===== src/hdl/mexp_pkg.sv =====
package mexp_pkg;

    // Width of the modulus, the exponent and the base inside the core.
    localparam int MOD_W = 32;
    // Width of the payload and configuration ports.
    localparam int DATA_W = 32;
    // Width of the bit counter of the modular multiplier.
    localparam int CNT_W = $clog2(MOD_W);
    // Width of the configuration register index.
    localparam int CFG_IDX_W = 1;

    // Configuration register indexes.
    localparam logic [CFG_IDX_W-1:0] REG_MODULUS  = 1'd0;
    localparam logic [CFG_IDX_W-1:0] REG_EXPONENT = 1'd1;

    // Reset values of the configuration registers.
    localparam logic [MOD_W-1:0] MODULUS_RST  = MOD_W'(2);
    localparam logic [MOD_W-1:0] EXPONENT_RST = MOD_W'(1);

    // Controller states.
    typedef enum logic [2:0] {
        ST_IDLE,
        ST_RED_GO,
        ST_RED_WAIT,
        ST_BIT,
        ST_ACC_WAIT,
        ST_SQ_WAIT,
        ST_FINISH
    } state_t;

    // Operand selection for the modular multiplier.
    typedef enum logic [1:0] {
        OP_REDUCE,
        OP_ACC,
        OP_SQ
    } mul_op_t;

    // Commands from the controller to the datapath.
    typedef struct packed {
        logic    load_base;
        logic    mul_start;
        mul_op_t mul_op;
        logic    cap_acc;
        logic    cap_sq;
        logic    shift_exp;
        logic    load_out;
    } ctrl_cmd_t;

    // Status from the datapath to the controller.
    typedef struct packed {
        logic mul_done;
        logic exp_bit;
        logic exp_zero;
        logic out_busy;
    } dp_status_t;

endpackage


===== src/hdl/mexp_modmul.sv =====
module mexp_modmul (
    input  logic                          aclk,
    input  logic                          aresetn,
    input  logic                          start,
    input  logic [mexp_pkg::MOD_W-1:0]    op_a,
    input  logic [mexp_pkg::MOD_W-1:0]    op_y,
    input  logic [mexp_pkg::MOD_W-1:0]    modulus,
    output logic                          done,
    output logic [mexp_pkg::MOD_W-1:0]    product
);

    logic [mexp_pkg::MOD_W-1:0] a_reg;
    logic [mexp_pkg::MOD_W-1:0] a_next;
    logic [mexp_pkg::MOD_W-1:0] y_reg;
    logic [mexp_pkg::MOD_W-1:0] y_next;
    logic [mexp_pkg::MOD_W-1:0] r_reg;
    logic [mexp_pkg::MOD_W-1:0] r_next;
    logic [mexp_pkg::CNT_W-1:0] cnt_reg;
    logic [mexp_pkg::CNT_W-1:0] cnt_next;
    logic                       busy_reg;
    logic                       busy_next;
    logic                       done_reg;
    logic                       done_next;

    logic [mexp_pkg::MOD_W+1:0] sum;
    logic [mexp_pkg::MOD_W+1:0] mod1;
    logic [mexp_pkg::MOD_W+1:0] mod2;
    logic [mexp_pkg::MOD_W+1:0] sub1;
    logic [mexp_pkg::MOD_W+1:0] sub2;
    logic [mexp_pkg::MOD_W-1:0] step_r;

    // One multiplier bit per cycle, most significant first: r = 2r + bit*y, then
    // reduce. With r and y below the modulus the sum stays below three moduli.
    assign mod1 = (mexp_pkg::MOD_W+2)'(modulus);
    assign mod2 = {1'b0, modulus, 1'b0};
    assign sum  = {1'b0, r_reg, 1'b0}
                + (a_reg[mexp_pkg::MOD_W-1] ? (mexp_pkg::MOD_W+2)'(y_reg) : '0);
    assign sub1 = sum - mod1;
    assign sub2 = sum - mod2;

    always_comb begin
        if (sum >= mod2) begin
            step_r = sub2[mexp_pkg::MOD_W-1:0];
        end else if (sum >= mod1) begin
            step_r = sub1[mexp_pkg::MOD_W-1:0];
        end else begin
            step_r = sum[mexp_pkg::MOD_W-1:0];
        end
    end

    // Sequencing of one multiplication.
    always_comb begin
        a_next    = a_reg;
        y_next    = y_reg;
        r_next    = r_reg;
        cnt_next  = cnt_reg;
        busy_next = busy_reg;
        done_next = 1'b0;
        if (start) begin
            a_next    = op_a;
            y_next    = op_y;
            r_next    = '0;
            cnt_next  = mexp_pkg::CNT_W'(mexp_pkg::MOD_W - 1);
            busy_next = 1'b1;
        end else if (busy_reg) begin
            a_next   = {a_reg[mexp_pkg::MOD_W-2:0], 1'b0};
            r_next   = step_r;
            cnt_next = cnt_reg - 1'b1;
            if (cnt_reg == '0) begin
                busy_next = 1'b0;
                done_next = 1'b1;
            end
        end
    end

    always_ff @(posedge aclk) begin
        if (!aresetn) begin
            busy_reg <= 1'b0;
            done_reg <= 1'b0;
        end else begin
            busy_reg <= busy_next;
            done_reg <= done_next;
        end
        a_reg   <= a_next;
        y_reg   <= y_next;
        r_reg   <= r_next;
        cnt_reg <= cnt_next;
    end

    assign done    = done_reg;
    assign product = r_reg;

`ifndef NO_ASSERTIONS
    // A new multiplication is only started while the unit is free.
    assert property (@(posedge aclk) disable iff (!aresetn) start |-> !busy_reg)
        else $error("modmul started while busy");

    // Completion is flagged only after the iteration has stopped.
    assert property (@(posedge aclk) disable iff (!aresetn) done_reg |-> !busy_reg)
        else $error("modmul done while still busy");

    // A finished product is always a residue of a nonzero modulus.
    assert property (@(posedge aclk) disable iff (!aresetn)
        (done_reg && modulus != '0) |-> (r_reg < modulus))
        else $error("modmul product not reduced");
`endif

endmodule


===== src/hdl/mexp_datapath.sv =====
module mexp_datapath (
    input  logic                              aclk,
    input  logic                              aresetn,
    input  logic                              cfg_we,
    input  logic [mexp_pkg::CFG_IDX_W-1:0]    cfg_index,
    input  logic [mexp_pkg::DATA_W-1:0]       cfg_wdata,
    input  logic [mexp_pkg::DATA_W-1:0]       s_base,
    output logic [mexp_pkg::DATA_W-1:0]       m_power_mod,
    output logic                              m_valid,
    input  logic                              m_ready,
    input  mexp_pkg::ctrl_cmd_t               cmd,
    output mexp_pkg::dp_status_t              status
);

    logic [mexp_pkg::MOD_W-1:0] modulus_reg;
    logic [mexp_pkg::MOD_W-1:0] exponent_reg;
    logic [mexp_pkg::MOD_W-1:0] acc_reg;
    logic [mexp_pkg::MOD_W-1:0] sq_reg;
    logic [mexp_pkg::MOD_W-1:0] exp_reg;
    logic [mexp_pkg::MOD_W-1:0] result_reg;
    logic                       out_valid_reg;

    logic [mexp_pkg::MOD_W-1:0] op_a;
    logic [mexp_pkg::MOD_W-1:0] op_y;
    logic                       mul_done;
    logic [mexp_pkg::MOD_W-1:0] product;

    // Configuration registers.
    always_ff @(posedge aclk) begin
        if (!aresetn) begin
            modulus_reg  <= mexp_pkg::MODULUS_RST;
            exponent_reg <= mexp_pkg::EXPONENT_RST;
        end else if (cfg_we) begin
            case (cfg_index)
                mexp_pkg::REG_MODULUS: begin
                    modulus_reg <= cfg_wdata[mexp_pkg::MOD_W-1:0];
                end
                mexp_pkg::REG_EXPONENT: begin
                    exponent_reg <= cfg_wdata[mexp_pkg::MOD_W-1:0];
                end
                default: begin
                end
            endcase
        end
    end

    // Operand selection for the shared multiplier.
    always_comb begin
        case (cmd.mul_op)
            mexp_pkg::OP_REDUCE: begin
                op_a = sq_reg;
                op_y = mexp_pkg::MOD_W'(1);
            end
            mexp_pkg::OP_ACC: begin
                op_a = acc_reg;
                op_y = sq_reg;
            end
            mexp_pkg::OP_SQ: begin
                op_a = sq_reg;
                op_y = sq_reg;
            end
            default: begin
                op_a = sq_reg;
                op_y = sq_reg;
            end
        endcase
    end

    mexp_modmul u_modmul (
        .aclk    (aclk),
        .aresetn (aresetn),
        .start   (cmd.mul_start),
        .op_a    (op_a),
        .op_y    (op_y),
        .modulus (modulus_reg),
        .done    (mul_done),
        .product (product)
    );

    // Working registers: running product, repeated square and exponent bits.
    always_ff @(posedge aclk) begin
        if (cmd.load_base) begin
            sq_reg  <= s_base[mexp_pkg::MOD_W-1:0];
            acc_reg <= (modulus_reg == mexp_pkg::MOD_W'(1)) ? '0 : mexp_pkg::MOD_W'(1);
            exp_reg <= exponent_reg;
        end else begin
            if (cmd.cap_acc) begin
                acc_reg <= product;
            end
            if (cmd.cap_sq) begin
                sq_reg <= product;
            end
            if (cmd.shift_exp) begin
                exp_reg <= exp_reg >> 1;
            end
        end
    end

    // Output register; a zero modulus has no residue and reports zero.
    always_ff @(posedge aclk) begin
        if (!aresetn) begin
            out_valid_reg <= 1'b0;
        end else if (cmd.load_out) begin
            out_valid_reg <= 1'b1;
        end else if (m_ready) begin
            out_valid_reg <= 1'b0;
        end
        if (cmd.load_out) begin
            result_reg <= (modulus_reg == '0) ? '0 : acc_reg;
        end
    end

    assign m_valid     = out_valid_reg;
    assign m_power_mod = mexp_pkg::DATA_W'(result_reg);

    assign status.mul_done = mul_done;
    assign status.exp_bit  = exp_reg[0];
    assign status.exp_zero = (exp_reg == '0);
    assign status.out_busy = out_valid_reg && !m_ready;

endmodule


===== src/hdl/mexp_ctrl.sv =====
module mexp_ctrl (
    input  logic                  aclk,
    input  logic                  aresetn,
    input  logic                  s_valid,
    output logic                  s_ready,
    input  mexp_pkg::dp_status_t  status,
    output mexp_pkg::ctrl_cmd_t   cmd
);

    mexp_pkg::state_t state_reg;
    mexp_pkg::state_t state_next;

    // State register.
    always_ff @(posedge aclk) begin
        if (!aresetn) begin
            state_reg <= mexp_pkg::ST_IDLE;
        end else begin
            state_reg <= state_next;
        end
    end

    // Next state and datapath commands.
    always_comb begin
        state_next    = state_reg;
        cmd           = '0;
        cmd.mul_op    = mexp_pkg::OP_SQ;
        s_ready       = 1'b0;
        case (state_reg)
            mexp_pkg::ST_IDLE: begin
                s_ready = 1'b1;
                if (s_valid) begin
                    cmd.load_base = 1'b1;
                    state_next    = mexp_pkg::ST_RED_GO;
                end
            end
            mexp_pkg::ST_RED_GO: begin
                // Reduce the base modulo the modulus by multiplying it by one.
                cmd.mul_start = 1'b1;
                cmd.mul_op    = mexp_pkg::OP_REDUCE;
                state_next    = mexp_pkg::ST_RED_WAIT;
            end
            mexp_pkg::ST_RED_WAIT: begin
                if (status.mul_done) begin
                    cmd.cap_sq = 1'b1;
                    state_next = mexp_pkg::ST_BIT;
                end
            end
            mexp_pkg::ST_BIT: begin
                // Stop once no set exponent bit is left.
                if (status.exp_zero) begin
                    state_next = mexp_pkg::ST_FINISH;
                end else if (status.exp_bit) begin
                    cmd.mul_start = 1'b1;
                    cmd.mul_op    = mexp_pkg::OP_ACC;
                    state_next    = mexp_pkg::ST_ACC_WAIT;
                end else begin
                    cmd.mul_start = 1'b1;
                    cmd.mul_op    = mexp_pkg::OP_SQ;
                    state_next    = mexp_pkg::ST_SQ_WAIT;
                end
            end
            mexp_pkg::ST_ACC_WAIT: begin
                if (status.mul_done) begin
                    cmd.cap_acc   = 1'b1;
                    cmd.mul_start = 1'b1;
                    cmd.mul_op    = mexp_pkg::OP_SQ;
                    state_next    = mexp_pkg::ST_SQ_WAIT;
                end
            end
            mexp_pkg::ST_SQ_WAIT: begin
                if (status.mul_done) begin
                    cmd.cap_sq    = 1'b1;
                    cmd.shift_exp = 1'b1;
                    state_next    = mexp_pkg::ST_BIT;
                end
            end
            mexp_pkg::ST_FINISH: begin
                // Hand the result over once the output register is free.
                if (!status.out_busy) begin
                    cmd.load_out = 1'b1;
                    state_next   = mexp_pkg::ST_IDLE;
                end
            end
            default: begin
                state_next = mexp_pkg::ST_IDLE;
            end
        endcase
    end

endmodule


===== src/hdl/modular_exponentiation_top.sv =====
// Channel    Direction  Handshake           Payload
// s_         in         s_valid / s_ready   s_base (32 bits, unsigned)
// m_         out        m_valid / m_ready   m_power_mod (32 bits, unsigned)
// cfg_       in         cfg_we              cfg_index, cfg_wdata
//
// One transaction at a time. When a multiply and a squaring are chained, the squaring starts in the cycle
// the multiply completes. An item first reduces the base, then for each exponent bit up to the highest
// set one squares, multiplying into the running product first when the bit is set, and then finishes.
// Reset is synchronous and active low; modulus resets to 2 and exponent to 1.
// A finished result waits in the output register and the next transaction is accepted
// while it waits; a stalled output stalls the core only at completion.
module modular_exponentiation_top (
    input  logic                              aclk,
    input  logic                              aresetn,
    input  logic                              cfg_we,
    input  logic [mexp_pkg::CFG_IDX_W-1:0]    cfg_index,
    input  logic [mexp_pkg::DATA_W-1:0]       cfg_wdata,
    input  logic                              s_valid,
    output logic                              s_ready,
    input  logic [mexp_pkg::DATA_W-1:0]       s_base,
    output logic                              m_valid,
    input  logic                              m_ready,
    output logic [mexp_pkg::DATA_W-1:0]       m_power_mod
);

    mexp_pkg::ctrl_cmd_t  cmd;
    mexp_pkg::dp_status_t status;

    mexp_ctrl u_ctrl (
        .aclk    (aclk),
        .aresetn (aresetn),
        .s_valid (s_valid),
        .s_ready (s_ready),
        .status  (status),
        .cmd     (cmd)
    );

    mexp_datapath u_datapath (
        .aclk        (aclk),
        .aresetn     (aresetn),
        .cfg_we      (cfg_we),
        .cfg_index   (cfg_index),
        .cfg_wdata   (cfg_wdata),
        .s_base      (s_base),
        .m_power_mod (m_power_mod),
        .m_valid     (m_valid),
        .m_ready     (m_ready),
        .cmd         (cmd),
        .status      (status)
    );

endmodule


===== config.mk =====
export PLATFORM = sky130hd
export DESIGN_NAME = modular_exponentiation_top
export DESIGN_NICKNAME = d
export VERILOG_FILES = /design/src/hdl/mexp_pkg.sv /design/src/hdl/mexp_modmul.sv /design/src/hdl/mexp_datapath.sv /design/src/hdl/mexp_ctrl.sv /design/src/hdl/modular_exponentiation_top.sv
export SDC_FILE = /design/constraint.sdc
export NUM_CORES = 1
export LEC_CHECK = 0
export BUFFER_PORTS_ARGS = -buffer_cell sky130_fd_sc_hd__buf_2
export CAP_MARGIN = 20
export CORE_ASPECT_RATIO = 1.1
export CORE_UTILIZATION = 55
export CTS_CLUSTER_SIZE = 30
export DETAILED_ROUTE_END_ITERATION = 8
export GPL_ROUTABILITY_DRIVEN = 0
export PLACE_DENSITY_LB_ADDON = 0.3
export SKIP_LAST_GASP = 1
export SYNTH_ARGS = -nofsm -noshare
export SYNTH_HDL_FRONTEND = slang
export SYNTH_SLANG_ARGS = --single-unit

===== constraint.sdc =====
create_clock -name aclk -period 5.3 [get_ports aclk]
set_input_delay 0.265 -clock aclk [delete_from_list [all_inputs] [get_ports aclk]]
set_output_delay 0.265 -clock aclk [all_outputs]
set_load 0.01 [all_outputs]

==> metrics.md <==
| Metric | Value |
|---|---|
| Failing checks | negative setup slack |
| Metal2 WL | 23,500 um |
| Post-synth EDFFs | 192 |
| Arr. time, crit path | 5.79 ns |
| Synth area leaders | edfxtp_1 33%, dfxtp_1 12%, nand2_1 7.4% |
| Worst vdd ir | 0.000357 V |
| Max Clock Skew | 0.0264 ns |
| Vias after detailed routing | 15,400 |
| Num CTS Buffers | 30 |
| Post-route design area | 0.0223 mm^2 |
| Area grow syn2layout | 26.8% |
| First-pass GRT wire length | 74,300 um |
| Hold Crit Class | in2reg |
| Worst slew margin | 0.274 |
| CTS tree | yes |
| Min Tclk post-route | 5.37 ns |
| Vias per cell | 5.93 |
| Share of cells above drive strength 1 | 0.214 |
| Seq/Total Area, Yosys | 0.449 |
| Crit path kind | reg2reg |
| Async SR Flop Fraction | 0 |
| Post-route ant nets | 0 |
| Post-DR wirelength/cell | 19.3 um |
| Core ar. | 0.0315 mm^2 |
| # DRC | 0 |
| Max-cap violations | 0 |
| Clock sink total | 299 |
| Place WS | -0.228 ns |
| Vias in the first global route | 14,500 |
| Port Buffers | 103 |
| Post-DP HPWL | 33,600 um |
| Final Setup Violations | 9 |
| CTS Root Cell | clkbuf_16 |
| Grt total ovfl | 0 |
| Leakage power | 9.36 nW |
| First-pass DRT Iterations | 6 |
| Power Density | 685 mW/mm^2 |
| # H-tree levels | 1 |
| Run status | complete, but fails checks |
| Ant. Diodes | 0 |
| FMAX | 0.186 GHz |
| Gr usage total | 0.280 |
| Synth Area per Inst | 9.33 um^2 |
| Starting density of the core | 0.559 |
| Tcrit/Tclk final | 1.01 |
| Critical path launch point type | register |
| Initial antenna violation count | 0 |
| Yosys reg bits | 299 |
| Cell Area, Synth | 0.0176 mm^2 |
| Design Power | 15.3 mW |
| Die height | 190 um |
| Std cell rows | 68 |
| Area after DPL | 0.0192 mm^2 |
| Worst EP required | 5.72 ns |
| Cells after Synth | 1,887 |
| Routed WL | 50,100 um |
| Hold Fails Final Rpt | 0 |
| Boundary Pins | 104 |
| Main synth FF type | edfxtp_1 |
| RSZ-0062 raised after global routing | true |
| Worst-path fanout max | 13 |
| Yosys Warn Count | 0 |
| Slew @ Worst Pin | 1.09 ns |
| Die footprint | 0.0327 mm^2 |
| Iter 0 DRT Violations | 1,367 |
| Final WS setup | -0.0672 ns |
| Metal-1 WL | 20,800 um |
| Clk slew on worst S/H paths | 0.07 ns |
| Post-synthesis cell type count | 74 |
| Fillers | 2,171 |
| Net count after synthesis | 2,056 |
| Sequential standard cell area | 0.00791 mm^2 |
| Area of the multi-input gates | 0.0101 mm^2 |
| Uppermost routed layer | met4 |
| Post-synth top area cell | edfxtp_1 |
| Met3 Wirelength | 3850 um |
| Final core occ | 0.709 |
| Synth top area share | 0.327 |
| Largest net degree at the start of global routing | 71 |
| Die W | 173 um |
| Final-report max-slew violation count | 0 |
| CTS Buffer Depth | 3 |
| CP endpoint kind | register |
| Nets | 2,324 |
| Worst-Skew Late Latency | 0.58 ns |
[through the flow]
step | setup TNS [ns] | instances | hold WS, ns
global route | -3.84 | 2598 | 0.0111
CTS | -0.355 | 2550 | 0.00263
finish | -0.229 | 2598 | 0.0111
floorplan | 0 | 1887 | 0.389
global placement | -1.59 | 2430 | 0.454
detailed placement | -3.52 | 2430 | 0.460
[critical path, stage by stage (launching register included)]
cell and delay (ns):
edfxtp_1 0.50, buf_6 0.17, and2_1 0.17, ha_4 0.28, o21ai_0 0.14, o21ai_1 0.26
nand2_1 0.17, o2111ai_4 0.33, o31ai_4 0.13, a311oi_2 0.29, xor2_1 0.21, buf_4 0.18
ha_4 0.21, and3_1 0.21, nand4_1 0.20, or3b_4 0.17, o21ai_2 0.05, a211o_1 0.25
o21a_1 0.23, or3_4 0.41, buf_12 0.16, clkbuf_16 0.16, a211oi_2 0.19, o32ai_1 0.13
[layer usage]
layer / vias to the layer above / track usage
li1: 7315 / -
met1: 7240 / 0.374
met2: 712 / 0.474
met5: - / 0
met4: 0 / 0.0962
met3: 131 / 0.0294
[logic make-up (layout without fill, tap and decap cells)]
kind of cell    count (synthesis)  after routing  synth area share
buf+inv                       162            453            0.0362
compound gates                502            502             0.190
fa+ha+maj                      99             99            0.0716
simple gates                  701            701             0.188
xor+xnor                       80             80            0.0398
mux                            44             44            0.0254
flops                         299            299             0.449
[where the power goes]
group / internal [mW] / total, mW / switching (mW) / leakage [nW]
sequential: 3.11 / 3.43 / 0.315 / 2.72
clock: 1.24 / 2.18 / 0.942 / 0.469
combinational: 4.31 / 9.69 / 5.38 / 6.17
[path summary, 6_finish.rpt]
check | startpoint | endpoint | slack (ns) | depth (start not counted)
worst max-delay path | u_datapath.u_modmul.a_reg[31]$_DFFE_PP_ | u_datapath.u_modmul.product[13]$_SDFFE_PP0P_ | -0.07 | 23
worst min-delay path | s_base[23] | u_datapath.sq_reg[23]$_DFFE_PP_ | 0.01 | 2
worst max register to register | u_datapath.u_modmul.a_reg[31]$_DFFE_PP_ | u_datapath.u_modmul.product[13]$_SDFFE_PP0P_ | -0.07 | 23
worst min register to register | u_datapath.exponent_reg[17]$_SDFFE_PN0P_ | u_datapath.exponent_reg[17]$_SDFFE_PN0P_ | 0.47 | 2
[cell type report]
type | count | area share
inverters | 69 | 0.0116
flip-flops and latches | 299 | 0.354
clock buffers | 33 | 0.0341
repair buffers | 329 | 0.115
multi-input cells | 1426 | 0.450
well taps | 420 | 0.0235
clock inverters | 22 | 0.0111
[cell usage after synthesis (12+ instances only)]
library cell / n
nand2_1: 345
edfxtp_1: 192
dfxtp_1: 107
o21ai_0: 101
a21oi_1: 97
ha_1: 96
clkbuf_1: 78
nor2b_1: 78
a21o_1: 75
nor2_1: 71
and2_1: 70
inv_1: 67
a21boi_0: 66
xnor2_1: 56
mux2i_1: 42
nand3_1: 26
xor2_1: 24
nor3_1: 23
nor4_1: 22
nand4_1: 20
a211oi_1: 17
o21a_1: 17
a31oi_1: 15
and3_1: 12
o211ai_1: 12
[timing repair]
action | CTS | global route
buffers inserted | 3 | 39
pin swaps | 3 | 44
gates cloned | 0 | 4
endpoints found under the hold margin | 93 | 0
endpoints found under the setup margin | 32 | 32
hold buffers | 62 | 0
resized for setup | 12 | 175
[cells in the final DEF (no fill, tap or decap), drive strengths merged, types with 24 or more instances in the layout]
cell         count
nand2          345
buf            264
edfxtp         192
o21ai          111
dfxtp          107
a21oi           97
ha              96
nor2b           78
a21o            75
nor2            71
inv             70
and2            70
a21boi          66
dlygate4sd3     62
xnor2           56
mux2i           42
clkbuf          36
nand3           26
xor2            24
Power figures use the tool's default switching activity.
